===== src/sv/mss_pkg.sv =====
// Package with shared types, codes and defaults of the motor start/stop supervisor.
`timescale 1ns / 1ps

package mss_pkg;

  // Default field widths.
  localparam int CURRENT_BITS_DEF = 12;
  localparam int TIME_BITS_DEF    = 32;

  // The spin-down delay register has a fixed width.
  localparam int              DELAY_BITS    = 16;
  localparam logic [DELAY_BITS-1:0] SPIN_DOWN_DEF = 16'd60000;

  // Configuration register indexes.
  localparam int CFG_IDX_BITS = 3;
  typedef enum logic [CFG_IDX_BITS-1:0] {
    CFG_SYNC_U    = 3'd0,
    CFG_SYNC_V    = 3'd1,
    CFG_SYNC_W    = 3'd2,
    CFG_MARGIN    = 3'd3,
    CFG_DOWN_DLY  = 3'd4
  } cfg_idx_t;

  // Mode codes as reported on the result channel.
  localparam int MODE_BITS = 3;
  localparam logic [MODE_BITS-1:0] MODE_INITIAL = 3'd0;
  localparam logic [MODE_BITS-1:0] MODE_IDLE    = 3'd1;
  localparam logic [MODE_BITS-1:0] MODE_UP      = 3'd2;
  localparam logic [MODE_BITS-1:0] MODE_READY   = 3'd3;
  localparam logic [MODE_BITS-1:0] MODE_DOWN    = 3'd4;
  localparam logic [MODE_BITS-1:0] MODE_ERROR   = 3'd5;

  // Supervisor states, one-hot.
  typedef enum logic [5:0] {
    ST_POWER_ON = 6'b000001,
    ST_IDLE     = 6'b000010,
    ST_UP       = 6'b000100,
    ST_READY    = 6'b001000,
    ST_DOWN     = 6'b010000,
    ST_FAULTED  = 6'b100000
  } state_t;

  // Map a state to its reported mode code.
  function automatic logic [MODE_BITS-1:0] mode_of(state_t st);
    logic [MODE_BITS-1:0] m;
    case (st)
      ST_POWER_ON: m = MODE_INITIAL;
      ST_IDLE:     m = MODE_IDLE;
      ST_UP:       m = MODE_UP;
      ST_READY:    m = MODE_READY;
      ST_DOWN:     m = MODE_DOWN;
      ST_FAULTED:  m = MODE_ERROR;
      default:     m = MODE_INITIAL;
    endcase
    return m;
  endfunction

endpackage


===== src/sv/mss_if.sv =====
// Valid/ready channel interfaces for supervision steps and their results.
`timescale 1ns / 1ps

interface mss_in_if #(
  parameter int CURRENT_BITS = mss_pkg::CURRENT_BITS_DEF,
  parameter int TIME_BITS    = mss_pkg::TIME_BITS_DEF
) ();
  logic                    valid;
  logic                    ready;
  logic [TIME_BITS-1:0]    now_ms;
  logic [CURRENT_BITS-1:0] phase_u_current;
  logic [CURRENT_BITS-1:0] phase_v_current;
  logic [CURRENT_BITS-1:0] phase_w_current;
  logic                    start_pulse;
  logic                    stop_pulse;
  logic                    ack_pulse;
  logic                    fault;

  modport source (
    output valid, now_ms, phase_u_current, phase_v_current, phase_w_current,
           start_pulse, stop_pulse, ack_pulse, fault,
    input  ready
  );
  modport sink (
    input  valid, now_ms, phase_u_current, phase_v_current, phase_w_current,
           start_pulse, stop_pulse, ack_pulse, fault,
    output ready
  );
endinterface

interface mss_out_if ();
  logic       valid;
  logic       ready;
  logic [2:0] mode;
  logic       pwm_start;
  logic       halt_motor;
  logic       moved;

  modport source (output valid, mode, pwm_start, halt_motor, moved, input ready);
  modport sink (input valid, mode, pwm_start, halt_motor, moved, output ready);
endinterface


===== src/sv/mss_cfg_regs.sv =====
// Configuration register file: phase current targets, margin and spin-down delay.
`timescale 1ns / 1ps

module mss_cfg_regs #(
  parameter int CURRENT_BITS = mss_pkg::CURRENT_BITS_DEF,
  parameter int CFG_BITS     = mss_pkg::DELAY_BITS
) (
  input  logic                              clk,
  input  logic                              rst_n,
  input  logic                              cfg_we,
  input  logic [mss_pkg::CFG_IDX_BITS-1:0]  cfg_idx,
  input  logic [CFG_BITS-1:0]               cfg_data,
  output logic [CURRENT_BITS-1:0]           sync_u,
  output logic [CURRENT_BITS-1:0]           sync_v,
  output logic [CURRENT_BITS-1:0]           sync_w,
  output logic [CURRENT_BITS-1:0]           margin,
  output logic [mss_pkg::DELAY_BITS-1:0]    down_dly
);
  import mss_pkg::*;

  logic [CURRENT_BITS-1:0] sync_u_r, sync_v_r, sync_w_r, margin_r;
  logic [DELAY_BITS-1:0]   down_dly_r;

  // Writes land on the addressed register; unknown indexes are dropped.
  always_ff @(posedge clk) begin
    if (!rst_n) begin
      sync_u_r   <= '0;
      sync_v_r   <= '0;
      sync_w_r   <= '0;
      margin_r   <= '0;
      down_dly_r <= SPIN_DOWN_DEF;
    end else if (cfg_we) begin
      case (cfg_idx_t'(cfg_idx))
        CFG_SYNC_U:   sync_u_r   <= cfg_data[CURRENT_BITS-1:0];
        CFG_SYNC_V:   sync_v_r   <= cfg_data[CURRENT_BITS-1:0];
        CFG_SYNC_W:   sync_w_r   <= cfg_data[CURRENT_BITS-1:0];
        CFG_MARGIN:   margin_r   <= cfg_data[CURRENT_BITS-1:0];
        CFG_DOWN_DLY: down_dly_r <= cfg_data[DELAY_BITS-1:0];
        default: ;
      endcase
    end
  end

  assign sync_u   = sync_u_r;
  assign sync_v   = sync_v_r;
  assign sync_w   = sync_w_r;
  assign margin   = margin_r;
  assign down_dly = down_dly_r;

endmodule


===== src/sv/mss_in_stage.sv =====
// Input register that holds one supervision step until the core takes it.
`timescale 1ns / 1ps

module mss_in_stage #(
  parameter int CURRENT_BITS = mss_pkg::CURRENT_BITS_DEF,
  parameter int TIME_BITS    = mss_pkg::TIME_BITS_DEF
) (
  input  logic                    clk,
  input  logic                    rst_n,
  mss_in_if.sink                  in_req,
  input  logic                    s1_take,
  output logic                    s1_valid,
  output logic [TIME_BITS-1:0]    s1_now,
  output logic [CURRENT_BITS-1:0] s1_iu,
  output logic [CURRENT_BITS-1:0] s1_iv,
  output logic [CURRENT_BITS-1:0] s1_iw,
  output logic                    s1_start,
  output logic                    s1_stop,
  output logic                    s1_ack,
  output logic                    s1_fault
);
  logic                    valid_r;
  logic [TIME_BITS-1:0]    now_r;
  logic [CURRENT_BITS-1:0] iu_r, iv_r, iw_r;
  logic                    start_r, stop_r, ack_r, fault_r;
  logic                    load;

  // The stage refills in the same cycle that the core empties it.
  assign in_req.ready = !valid_r || s1_take;
  assign load         = in_req.valid && in_req.ready;

  always_ff @(posedge clk) begin
    if (!rst_n) begin
      valid_r <= 1'b0;
    end else if (in_req.ready) begin
      valid_r <= in_req.valid;
    end
  end

  // Payload needs no reset.
  always_ff @(posedge clk) begin
    if (load) begin
      now_r   <= in_req.now_ms;
      iu_r    <= in_req.phase_u_current;
      iv_r    <= in_req.phase_v_current;
      iw_r    <= in_req.phase_w_current;
      start_r <= in_req.start_pulse;
      stop_r  <= in_req.stop_pulse;
      ack_r   <= in_req.ack_pulse;
      fault_r <= in_req.fault;
    end
  end

  assign s1_valid = valid_r;
  assign s1_now   = now_r;
  assign s1_iu    = iu_r;
  assign s1_iv    = iv_r;
  assign s1_iw    = iw_r;
  assign s1_start = start_r;
  assign s1_stop  = stop_r;
  assign s1_ack   = ack_r;
  assign s1_fault = fault_r;

endmodule


===== src/sv/mss_core.sv =====
// Supervisor state machine: flags, entry actions, transitions and result register.
`timescale 1ns / 1ps

module mss_core #(
  parameter int CURRENT_BITS = mss_pkg::CURRENT_BITS_DEF,
  parameter int TIME_BITS    = mss_pkg::TIME_BITS_DEF
) (
  input  logic                           clk,
  input  logic                           rst_n,
  input  logic                           s1_valid,
  input  logic [TIME_BITS-1:0]           s1_now,
  input  logic [CURRENT_BITS-1:0]        s1_iu,
  input  logic [CURRENT_BITS-1:0]        s1_iv,
  input  logic [CURRENT_BITS-1:0]        s1_iw,
  input  logic                           s1_start,
  input  logic                           s1_stop,
  input  logic                           s1_ack,
  input  logic                           s1_fault,
  output logic                           s1_take,
  input  logic [CURRENT_BITS-1:0]        sync_u,
  input  logic [CURRENT_BITS-1:0]        sync_v,
  input  logic [CURRENT_BITS-1:0]        sync_w,
  input  logic [CURRENT_BITS-1:0]        margin,
  input  logic [mss_pkg::DELAY_BITS-1:0] down_dly,
  mss_out_if.source                      out_res
);
  import mss_pkg::*;

  // Supervisor state.
  state_t               state_r, state_nxt;
  logic                 entry_r, entry_nxt;
  logic                 start_f_r, start_f_nxt;
  logic                 stop_f_r, stop_f_nxt;
  logic                 ack_f_r, ack_f_nxt;
  logic [TIME_BITS-1:0] sds_r, sds_nxt;

  // Result register.
  logic                 out_valid_r;
  logic [MODE_BITS-1:0] mode_r;
  logic                 run_r, run_nxt;
  logic                 halt_r, halt_nxt;
  logic                 moved_r, moved_nxt;

  logic [CURRENT_BITS-1:0] du, dv, dw;
  logic                    in_margin;
  logic [TIME_BITS-1:0]    elapsed;
  logic                    motor_down;

  assign s1_take = s1_valid && (!out_valid_r || out_res.ready);

  // Absolute deviations of the three phase currents from their targets.
  assign du = (s1_iu >= sync_u) ? s1_iu - sync_u : sync_u - s1_iu;
  assign dv = (s1_iv >= sync_v) ? s1_iv - sync_v : sync_v - s1_iv;
  assign dw = (s1_iw >= sync_w) ? s1_iw - sync_w : sync_w - s1_iw;
  assign in_margin = (du <= margin) && (dv <= margin) && (dw <= margin);

  // Wrapping elapsed time since stop; it is zero on the step of entry.
  assign elapsed    = (entry_r && state_r == ST_DOWN) ? '0 : s1_now - sds_r;
  assign motor_down = elapsed >= TIME_BITS'(down_dly);

  // One supervision step: pulses, entry action, then prioritized transitions.
  always_comb begin
    start_f_nxt = start_f_r | s1_start;
    stop_f_nxt  = stop_f_r | s1_stop;
    ack_f_nxt   = ack_f_r | s1_ack;
    sds_nxt     = sds_r;
    run_nxt     = 1'b0;
    halt_nxt    = 1'b0;
    state_nxt   = state_r;
    moved_nxt   = 1'b0;

    if (entry_r) begin
      case (state_r)
        ST_IDLE: begin
          start_f_nxt = 1'b0;
          stop_f_nxt  = 1'b0;
          ack_f_nxt   = 1'b0;
        end
        ST_UP: begin
          run_nxt = 1'b1;
        end
        ST_DOWN: begin
          halt_nxt = 1'b1;
          sds_nxt  = s1_now;
        end
        default: ;
      endcase
    end

    case (state_r)
      ST_POWER_ON: begin
        state_nxt = ST_IDLE;
        moved_nxt = 1'b1;
      end
      ST_IDLE: begin
        if (start_f_nxt) begin
          start_f_nxt = 1'b0;
          state_nxt   = ST_UP;
          moved_nxt   = 1'b1;
        end
      end
      ST_UP: begin
        if (s1_fault) begin
          state_nxt = ST_FAULTED;
          moved_nxt = 1'b1;
        end else if (stop_f_nxt) begin
          stop_f_nxt = 1'b0;
          state_nxt  = ST_DOWN;
          moved_nxt  = 1'b1;
        end else if (in_margin) begin
          state_nxt = ST_READY;
          moved_nxt = 1'b1;
        end
      end
      ST_READY: begin
        if (s1_fault) begin
          state_nxt = ST_FAULTED;
          moved_nxt = 1'b1;
        end else if (stop_f_nxt) begin
          stop_f_nxt = 1'b0;
          state_nxt  = ST_DOWN;
          moved_nxt  = 1'b1;
        end
      end
      ST_DOWN: begin
        if (s1_fault) begin
          state_nxt = ST_FAULTED;
          moved_nxt = 1'b1;
        end else if (motor_down) begin
          state_nxt = ST_IDLE;
          moved_nxt = 1'b1;
        end else if (start_f_nxt) begin
          start_f_nxt = 1'b0;
          state_nxt   = ST_UP;
          moved_nxt   = 1'b1;
        end
      end
      ST_FAULTED: begin
        // Error re-enters itself until an acknowledge is seen.
        if (ack_f_nxt) begin
          ack_f_nxt = 1'b0;
          state_nxt = ST_IDLE;
        end
        moved_nxt = 1'b1;
      end
      default: ;
    endcase

    entry_nxt = moved_nxt;
  end

  // State advances only when a step is taken from the input register.
  always_ff @(posedge clk) begin
    if (!rst_n) begin
      state_r   <= ST_POWER_ON;
      entry_r   <= 1'b1;
      start_f_r <= 1'b0;
      stop_f_r  <= 1'b0;
      ack_f_r   <= 1'b0;
      sds_r     <= '0;
    end else if (s1_take) begin
      state_r   <= state_nxt;
      entry_r   <= entry_nxt;
      start_f_r <= start_f_nxt;
      stop_f_r  <= stop_f_nxt;
      ack_f_r   <= ack_f_nxt;
      sds_r     <= sds_nxt;
    end
  end

  // Result valid flag.
  always_ff @(posedge clk) begin
    if (!rst_n) begin
      out_valid_r <= 1'b0;
    end else if (s1_take) begin
      out_valid_r <= 1'b1;
    end else if (out_res.ready) begin
      out_valid_r <= 1'b0;
    end
  end

  // Result payload.
  always_ff @(posedge clk) begin
    if (s1_take) begin
      mode_r  <= mode_of(state_nxt);
      run_r   <= run_nxt;
      halt_r  <= halt_nxt;
      moved_r <= moved_nxt;
    end
  end

  assign out_res.valid      = out_valid_r;
  assign out_res.mode       = mode_r;
  assign out_res.pwm_start  = run_r;
  assign out_res.halt_motor = halt_r;
  assign out_res.moved      = moved_r;

endmodule


===== src/sv/motor_start_stop_supervisor.sv =====
// Top level of the motor start/stop supervisor.
//
//  Channel  Direction  Handshake        Carries
//  in_req   in         valid / ready    now_ms, three phase currents, pulses, fault
//  out_res  out        valid / ready    mode, pwm_start, halt_motor, moved
//  cfg_*    in         write enable     register index and data, no read-back
//
// One request is accepted per cycle while input ready is high; its result is registered.
// The state machine and result register update together when a step is taken from the input register.
// Reset is synchronous and active low; no clearing pass is needed after it.
// A stalled result holds its register and the input register, and input
// ready drops only while both are full.
`timescale 1ns / 1ps

module motor_start_stop_supervisor #(
  parameter int CURRENT_BITS = mss_pkg::CURRENT_BITS_DEF,
  parameter int TIME_BITS    = mss_pkg::TIME_BITS_DEF,
  parameter int CFG_BITS     = (CURRENT_BITS > mss_pkg::DELAY_BITS) ?
                               CURRENT_BITS : mss_pkg::DELAY_BITS
) (
  input  logic                             clk,
  input  logic                             rst_n,
  mss_in_if.sink                           in_req,
  mss_out_if.source                        out_res,
  input  logic                             cfg_we,
  input  logic [mss_pkg::CFG_IDX_BITS-1:0] cfg_idx,
  input  logic [CFG_BITS-1:0]              cfg_data
);
  import mss_pkg::*;

  logic [CURRENT_BITS-1:0] sync_u, sync_v, sync_w, margin;
  logic [DELAY_BITS-1:0]   down_dly;

  logic                    s1_valid, s1_take;
  logic [TIME_BITS-1:0]    s1_now;
  logic [CURRENT_BITS-1:0] s1_iu, s1_iv, s1_iw;
  logic                    s1_start, s1_stop, s1_ack, s1_fault;

  mss_cfg_regs #(
    .CURRENT_BITS (CURRENT_BITS),
    .CFG_BITS     (CFG_BITS)
  ) u_cfg (
    .clk      (clk),
    .rst_n    (rst_n),
    .cfg_we   (cfg_we),
    .cfg_idx  (cfg_idx),
    .cfg_data (cfg_data),
    .sync_u   (sync_u),
    .sync_v   (sync_v),
    .sync_w   (sync_w),
    .margin   (margin),
    .down_dly (down_dly)
  );

  mss_in_stage #(
    .CURRENT_BITS (CURRENT_BITS),
    .TIME_BITS    (TIME_BITS)
  ) u_in (
    .clk      (clk),
    .rst_n    (rst_n),
    .in_req   (in_req),
    .s1_take  (s1_take),
    .s1_valid (s1_valid),
    .s1_now   (s1_now),
    .s1_iu    (s1_iu),
    .s1_iv    (s1_iv),
    .s1_iw    (s1_iw),
    .s1_start (s1_start),
    .s1_stop  (s1_stop),
    .s1_ack   (s1_ack),
    .s1_fault (s1_fault)
  );

  mss_core #(
    .CURRENT_BITS (CURRENT_BITS),
    .TIME_BITS    (TIME_BITS)
  ) u_core (
    .clk      (clk),
    .rst_n    (rst_n),
    .s1_valid (s1_valid),
    .s1_now   (s1_now),
    .s1_iu    (s1_iu),
    .s1_iv    (s1_iv),
    .s1_iw    (s1_iw),
    .s1_start (s1_start),
    .s1_stop  (s1_stop),
    .s1_ack   (s1_ack),
    .s1_fault (s1_fault),
    .s1_take  (s1_take),
    .sync_u   (sync_u),
    .sync_v   (sync_v),
    .sync_w   (sync_w),
    .margin   (margin),
    .down_dly (down_dly),
    .out_res  (out_res)
  );

endmodule


===== src/flat_wrapper.sv =====
// flat-port wrapper written by rule: the top's interface ports become plain ports
module motor_start_stop_supervisor_flat import mss_pkg::*;
#(
  parameter int CURRENT_BITS = mss_pkg::CURRENT_BITS_DEF,
  parameter int TIME_BITS    = mss_pkg::TIME_BITS_DEF,
  parameter int CFG_BITS     = (CURRENT_BITS > mss_pkg::DELAY_BITS) ?
                               CURRENT_BITS : mss_pkg::DELAY_BITS
)
  (clk, rst_n, cfg_we, cfg_idx, cfg_data, in_req_valid, in_req_now_ms, in_req_phase_u_current, in_req_phase_v_current, in_req_phase_w_current, in_req_start_pulse, in_req_stop_pulse, in_req_ack_pulse, in_req_fault, in_req_ready, out_res_valid, out_res_mode, out_res_pwm_start, out_res_halt_motor, out_res_moved, out_res_ready);
  mss_in_if #(.CURRENT_BITS(CURRENT_BITS), .TIME_BITS(TIME_BITS)) in_req_i ();
  mss_out_if out_res_i ();
  input  logic clk;
  input  logic rst_n;
  input  logic cfg_we;
  input  logic [mss_pkg::CFG_IDX_BITS-1:0] cfg_idx;
  input  logic [CFG_BITS-1:0] cfg_data;
  input wire logic [$bits(in_req_i.valid)-1:0] in_req_valid;
  input wire logic [$bits(in_req_i.now_ms)-1:0] in_req_now_ms;
  input wire logic [$bits(in_req_i.phase_u_current)-1:0] in_req_phase_u_current;
  input wire logic [$bits(in_req_i.phase_v_current)-1:0] in_req_phase_v_current;
  input wire logic [$bits(in_req_i.phase_w_current)-1:0] in_req_phase_w_current;
  input wire logic [$bits(in_req_i.start_pulse)-1:0] in_req_start_pulse;
  input wire logic [$bits(in_req_i.stop_pulse)-1:0] in_req_stop_pulse;
  input wire logic [$bits(in_req_i.ack_pulse)-1:0] in_req_ack_pulse;
  input wire logic [$bits(in_req_i.fault)-1:0] in_req_fault;
  output wire logic [$bits(in_req_i.ready)-1:0] in_req_ready;
  output wire logic [$bits(out_res_i.valid)-1:0] out_res_valid;
  output wire logic [$bits(out_res_i.mode)-1:0] out_res_mode;
  output wire logic [$bits(out_res_i.pwm_start)-1:0] out_res_pwm_start;
  output wire logic [$bits(out_res_i.halt_motor)-1:0] out_res_halt_motor;
  output wire logic [$bits(out_res_i.moved)-1:0] out_res_moved;
  input wire logic [$bits(out_res_i.ready)-1:0] out_res_ready;
  assign in_req_i.valid = in_req_valid;
  assign in_req_i.now_ms = in_req_now_ms;
  assign in_req_i.phase_u_current = in_req_phase_u_current;
  assign in_req_i.phase_v_current = in_req_phase_v_current;
  assign in_req_i.phase_w_current = in_req_phase_w_current;
  assign in_req_i.start_pulse = in_req_start_pulse;
  assign in_req_i.stop_pulse = in_req_stop_pulse;
  assign in_req_i.ack_pulse = in_req_ack_pulse;
  assign in_req_i.fault = in_req_fault;
  assign in_req_ready = in_req_i.ready;
  assign out_res_valid = out_res_i.valid;
  assign out_res_mode = out_res_i.mode;
  assign out_res_pwm_start = out_res_i.pwm_start;
  assign out_res_halt_motor = out_res_i.halt_motor;
  assign out_res_moved = out_res_i.moved;
  assign out_res_i.ready = out_res_ready;
  motor_start_stop_supervisor #(.CURRENT_BITS(CURRENT_BITS), .TIME_BITS(TIME_BITS), .CFG_BITS(CFG_BITS)) u_core (.clk(clk), .rst_n(rst_n), .in_req(in_req_i), .out_res(out_res_i), .cfg_we(cfg_we), .cfg_idx(cfg_idx), .cfg_data(cfg_data));
endmodule

===== config.mk =====
export PLATFORM = sky130hd
export DESIGN_NAME = motor_start_stop_supervisor_flat
export DESIGN_NICKNAME = d
export VERILOG_FILES = /design/src/sv/mss_pkg.sv /design/src/sv/mss_if.sv /design/src/sv/mss_cfg_regs.sv /design/src/sv/mss_in_stage.sv /design/src/sv/mss_core.sv /design/src/sv/motor_start_stop_supervisor.sv /design/src/flat_wrapper.sv
export SDC_FILE = /design/constraint.sdc
export NUM_CORES = 1
export LEC_CHECK = 0
export BUFFER_PORTS_ARGS = -buffer_cell sky130_fd_sc_hd__buf_2
export CAP_MARGIN = 20
export CORE_MARGIN = 10
export CORE_UTILIZATION = 45
export CTS_BUF_LIST = sky130_fd_sc_hd__clkbuf_2 sky130_fd_sc_hd__clkbuf_4 sky130_fd_sc_hd__clkbuf_8
export DETAILED_ROUTE_END_ITERATION = 16
export PLACE_DENSITY = 0.61
export SYNTH_ARGS = -nofsm -noshare
export SYNTH_HDL_FRONTEND = slang
export SYNTH_SLANG_ARGS = --single-unit
export TNS_END_PERCENT = 10

===== constraint.sdc =====
create_clock -name clk -period 7.71 [get_ports clk]
set_input_delay 0.3855 -clock clk [delete_from_list [all_inputs] [get_ports clk]]
set_output_delay 0.3855 -clock clk [all_outputs]
set_load 0.005 [all_outputs]

* Yosys cells after proc, flatten, opt, wreduce, memory -nomap -nowiden *
Cells that the tools add are included.

storage, ports and cells
  register bits after elaboration = 186
  bits of input ports = 96
  output and inout port bits = 8
  word-level logic and storage cells = 116

operators by class
  add/sub/neg operators = 7
  $lt $le $gt $ge = 7
  equality and inequality tests = 15
  mux-type cells = 40
  bitwise operators = 3
  reductions and logical operators = 19

operators with widths
  cell                number
  $sub 12x12->12      6
  $mux 6              9
  $ge 12x12->1        3
  $le 12x12->1        3
  $mux 12             3
  $pmux 6 s6          1
  $ge 32x16->1        1
  $mux 32             1
  $sub 32x32->32      1
  $mux 1              23
  $pmux 3 s5          1
  $eq 6x2->1 const B  2
  $eq 6x3->1 const B  2
  $eq 6x4->1 const B  2
  $eq 6x5->1 const B  2
  $eq 6x6->1 const B  2
  $reduce_and 2->1    5
  $eq 3x2->1 const B  2
  $eq 6x1->1 const B  1
  $logic_and 1x1->1   5
  $pmux 1 s5          1
  $reduce_or 2->1     2
  $eq 3x1->1 const B  1
  $eq 3x3->1 const B  1
  other kinds (7)     11

* Longest topological paths before layout *
  depth in word-level cells = 11
  gate-level depth with buffers = 28
  depth with buffers taken out = 28

* By module *
From an unflattened synthesis, not the netlist that was laid out.

unflattened totals
  cells, all modules = 1537
  area total of the unflattened synthesis = 13465.4 um^2

by module, submodules not included
  module        instances  cells an instance  area an instance (um^2)  sequential area each (um^2)
  mss_core      1          1227               8843.5                   1041.0
  mss_cfg_regs  1          233                2402.3                   1281.2
  mss_in_stage  1          77                 2219.6                   2182.1

* Worst setup path before layout *
OpenSTA, ideal clock, no wires.

  path kind = flip-flop to flip-flop
  start point = reg u_core.u_in.iw_r[0] (netlist: u_core.u_in.s1_iw[0])
  end point = reg u_core.u_core.mode_r[1] (netlist: u_core.u_core.out_res.mode[1]) (data pin)
  setup time = 0.169 ns
  data arrival time = 5.107 ns
  data required time = 7.541 ns
  setup slack = 2.434 ns
  stages on the path, launching flop included = 28
  path buffers = 0
  clock period less this slack = 5.276 ns
  cells stage by stage = edfxtp_1 > inv_1 > ha_1 > inv_1 > fa_1 > a21oi_1 > o21bai_1 > a21oi_1 > nand2b_1 > a21oi_1 > o2111ai_1 > nand2_1 > mux2i_1 > o21ai_0 > nand3_1 > nand4_1 > xor2_1 > ha_1 > a21o_1 > a21o_1 > a21oi_1 > o21ai_0 > a221oi_1 > o211ai_1 > a31o_2 > a211o_1 > a221o_1 > nor4b_2

on the way
  word-level cells in the longest chain between the ends = 10
  elaborated cells on any way between the ends = 16
  those cells by class = 2 x add/sub; 2 x order compare; 5 x eq/ne; 6 x mux; 1 x reduce/logical

ends and longest elaborated chain
  item                                            line                RTL
  start, declared                                 mss_in_stage.sv:24  logic [CURRENT_BITS-1:0] iu_r, iv_r, iw_r;
  start signal, assigned                          mss_in_stage.sv:46  iw_r <= in_req.phase_w_current;
  $sub 12x12->12 or $ge 12x12->1 (tied branches)  mss_core.sv:54      assign dw = (s1_iw >= sync_w) ? s1_iw - sync_w : sync_w - s1_iw;
  $mux 12 (*)                                     mss_core.sv:54
  $le 12x12->1 (*)                                mss_core.sv:55      assign in_margin = (du <= margin) && (dv <= margin) && (dw <= margin);
  $logic_and 1x1->1 (*)                           mss_core.sv:55
  $mux 6 (*)                                      mss_core.sv:110     end else if (in_margin) begin
  $mux 6 (*)                                      mss_core.sv:106     end else if (stop_f_nxt) begin
  $mux 6 (*)                                      mss_core.sv:103     if (s1_fault) begin
  $pmux 6 s6 (*)                                  mss_core.sv:90      case (state_r)
  $eq 6x6->1, or another cell as far along        mss_pkg.sv:46       case (st)
  $pmux 3 s5 (*)                                  mss_pkg.sv:46
  end signal, assigned                            mss_core.sv:185     mode_r <= mode_of(state_nxt);
  end, declared                                   mss_core.sv:39      logic [MODE_BITS-1:0] mode_r;

Mark *: on every way between the ends. The rest lies on a longest branch, timed or not.
A chain may end at the register's enable or synchronous reset.

* Worst setup path in the final report *
Ends and elaborated chain as after synthesis.

==> flow_metrics.py <==
metrics = {
    "min_path": {
        "min_to": "u_core.u_in.s1_iv[2]",
        "hp-start": "in_req_phase_v_current[2]",
        "hp-class": "input port to register",
        "hold_depth": 1,
    },
    "synth": {
        "synth_ff_type": "dfxtp_1",
        "synthMostInstantiatedCell": "nand2_1",
        "ys_seq_area_share_pct": 33.5,
        "synth_area_sq_mm": 0.0134,
        "syn_area_per_cell_sq_um": 8.54,
        "synthArstFlopShare_pct": 0,
        "ys_types": 80,
        "synth_top_area_share_pct": 17.4,
        "syn-num-nets": 1828,
        "synth_top_area_cell": "edfxtp_1",
        "synth_top_cells_by_count": "257 x nand2_1, 162 x inv_1, 152 x ha_1",
        "syn_inst": 1573,
        "synth-seq-cells": 186,
        "yosysWarnings": 0,
        "ys_top_cells_by_area": "edfxtp_1 17%, dfxtp_1 16%, ha_1 14%",
        "synth_edf_count": 78,
    },
    "clock_network": {
        "numCtsBuffers": 17,
        "root_buffer": "clkbuf_8",
        "postCtsSetupBuffers": 0,
        "clock_path_buffers": 2,
        "clk_pin_slew_ps": 110,
        "insertion_delay_ps": 500,
        "hold_buffers": 0,
        "tritoncts": "yes",
        "cts_resized": 0,
        "cts_sinks": 186,
        "cts_max_level": 4,
    },
    "worst_setup_path": {
        "crit_top_cell": "a21oi_1",
        "crit_type": "register to register",
        "cpPeakStageDelay_ps": 520,
        "cp.arrival_ps": 6750,
        "cp_top_family": "compound AO/OA/AOI/OAI gates",
        "cp_max_fo": 16,
        "r2r-end": "u_core.u_core.out_res.mode[1]",
        "crit_start": "u_core.u_in.s1_iw[0]",
        "r2r_slack_ps": 1280,
        "cp.buffers_inverters": 2,
        "worstPathRequired_ps": 8030,
        "cpMaxStageDelayCell": "nand2_1",
        "crit_path_end_kind": "register",
        "reg2reg_depth": 27,
        "rr_startpoint": "u_core.u_in.s1_iw[0]",
        "start_kind": "register",
    },
    "timing": {
        "rsz0062_at_grt": "false",
        "min_period_ps": 6430,
        "tightest_slew_ps": 1050,
        "fin_hold_ws_ps": 52.5,
        "maxSlewViolCount": 0,
        "slew_headroom_pct": 29.9,
        "setup-tns-final_ps": 0,
        "hold_violations": 0,
        "max_freq_ghz": 0.156,
        "layout_setup_ws_ps": 1280,
        "setup_violations": 0,
        "fin_crit_sh_pct": 83.3,
        "finClkSkew_ps": 18.1,
    },
    "floorplan": {
        "die-area_sq_mm": 0.0371,
        "rows": 63,
        "ios": 104,
        "fp.dieH_um": 193,
        "initial_utilization_pct": 45.4,
        "die_w_um": 193,
        "core_sq_mm": 0.0296,
    },
    "route": {
        "antenna_left": 0,
        "drtIter0Drc": 703,
        "post_drt_wl_per_cell_um": 16.7,
        "drc_errors": 0,
        "dr.pass1.iters": 5,
        "via_count": 11039,
        "viasPerCell": 5.39,
        "wirelength_um": 34100,
    },
    "layout": {
        "syn2layout_area_growth_pct": 9.04,
        "finalInstanceArea_sq_mm": 0.0146,
        "stdcell_count": 2048,
        "final_util_pct": 49.5,
        "drive_above_1_share_pct": 10.9,
        "finish.net_count": 1898,
    },
    "global_routing": {
        "grt_pass1_wl_um": 55600,
        "met1_usage_pct": 26.0,
        "grt_pass1_vias": 10850,
        "gr-usage-met3_pct": 3.13,
        "antenna_found_initial": 2,
        "track_usage_pct": 18.6,
        "grt-ovfl-total": 0,
        "grt.busiest_layer": "met2",
        "grtUsageMet2_pct": 29.0,
        "grt_max_degree": 109,
    },
    "placement": {
        "port_buffers": 103,
        "gp_congestion": 0.934,
        "placed_cell_area_sq_mm": 0.0142,
        "place_ws_ps": 1390,
        "dpl.hpwl_um": 25500,
        "placed_cells": 2013,
    },
    "power": {
        "power.total_mw": 2.31,
        "peakVddDrop_mv": 0.107,
        "leakage_nw": 5.95,
        "power_density_mw_per_mm2": 158,
    },
    "job": {
        "drv_cap": 0,
    },
    "outcome": {
        "outcome": "finished, final reports clean",
    },
}
==> how the worst max path moves through the flow <==
| stage | cells after the start | slack (ps) | end |
|---|---|---|---|
| final | 27 | 1280 | u_core.u_core.out_res.mode[1] |
| after floorplan | 27 | 2430 | u_core.u_core.out_res.mode[1] |
| after detailed placement | 27 | 1390 | u_core.u_core.out_res.mode[1] |
| after global routing | 27 | 690 | u_core.u_core.out_res.mode[2] |
| after CTS | 27 | 1340 | u_core.u_core.out_res.mode[1] |
| after global placement | 27 | 1600 | u_core.u_core.out_res.mode[2] |
==> metal layers <==
| metal | wire, um | vias up |
|---|---|---|
| li1 | - | 5657 |
| met1 | 17100 | 5144 |
| met2 | 15100 | 211 |
| met3 | 1500 | 27 |
| met4 | 426 | 0 |
| met5 | 0 | - |
==> cells in the final DEF (no fill, tap or decap), types with 4 or more instances in the layout <==
master    netlist  layout
nand2b_1       13      13
nand4_1        25      25
and3_1         12      12
a31oi_1         8       8
o21a_1         16      16
and2_1         10       9
a211oi_1       10      10
fa_1            7       7
clkbuf_8        0      18
o21bai_1       14      14
nor4_1          4       4
o21ai_0        56      56
o211ai_1       21      21
buf_2           6     103
nor2_1         69      68
a211o_1         5       5
or3_1           6       6
edfxtp_1       78      78
nor3_1         20      20
nand2_1       257     257
o31ai_1         4       4
inv_6           0       4
nor2b_1        14      14
a21oi_2         5       5
a21boi_0       94      94
a21o_1         55      55
xor2_1         22      22
dfxtp_1       108     108
buf_4           0       4
or2_2           4       4
ha_1          152     152
xnor2_1        25      25
o21ai_1         9       9
mux2_2          9       9
inv_1         162     162
nand3_1        17      17
a211oi_2        4       4
a221o_1         5       5
a21oi_1       110     110
mux2i_1        23      23
==> area by class of cell <==
cell class / count / area [sq um]
Fill cell: 2890 / 14900
Inverter: 164 / 616
Tap cell: 390 / 488
Sequential cell: 186 / 4500
Timing Repair Buffer: 108 / 561
Multi-Input combinational cell: 1166 / 8070
Clock inverter: 14 / 153
Antenna cell: 2 / 5.00
Clock buffer: 18 / 248
==> registers in the layout (all words and copies together) (netlist names), 3 cells and up <==
signal / flops
u_core.u_core.out_res.mode: 3
u_core.u_cfg.down_dly: 16
u_core.u_core.state_r: 6
u_core.u_in.s1_now: 32
u_core.u_cfg.sync_v: 12
u_core.u_cfg.margin: 12
u_core.u_cfg.sync_u: 12
u_core.u_cfg.sync_w: 12
u_core.u_in.s1_iv: 12
u_core.u_core.sds_r: 32
u_core.u_in.s1_iu: 12
u_core.u_in.s1_iw: 12
==> where the power goes <==
part           switching [mW]  internal, mW
clock network           0.400         0.277
registers              0.0262          1.07
logic                   0.312         0.233
total                   0.738          1.58
==> cell families (layout without fill, tap and decap cells) <==
logic type	after synthesis	count (layout)	synth area share, %
compound gates	457	457	23.3
other cells	0	2	0
buf+inv	221	304	6.41
flops	186	186	33.5
xor+xnor	47	47	3.07
fa+ha+maj	159	159	15.2
simple gates	471	471	16.0
mux	32	32	2.47
Power figures use the tool's default switching activity.
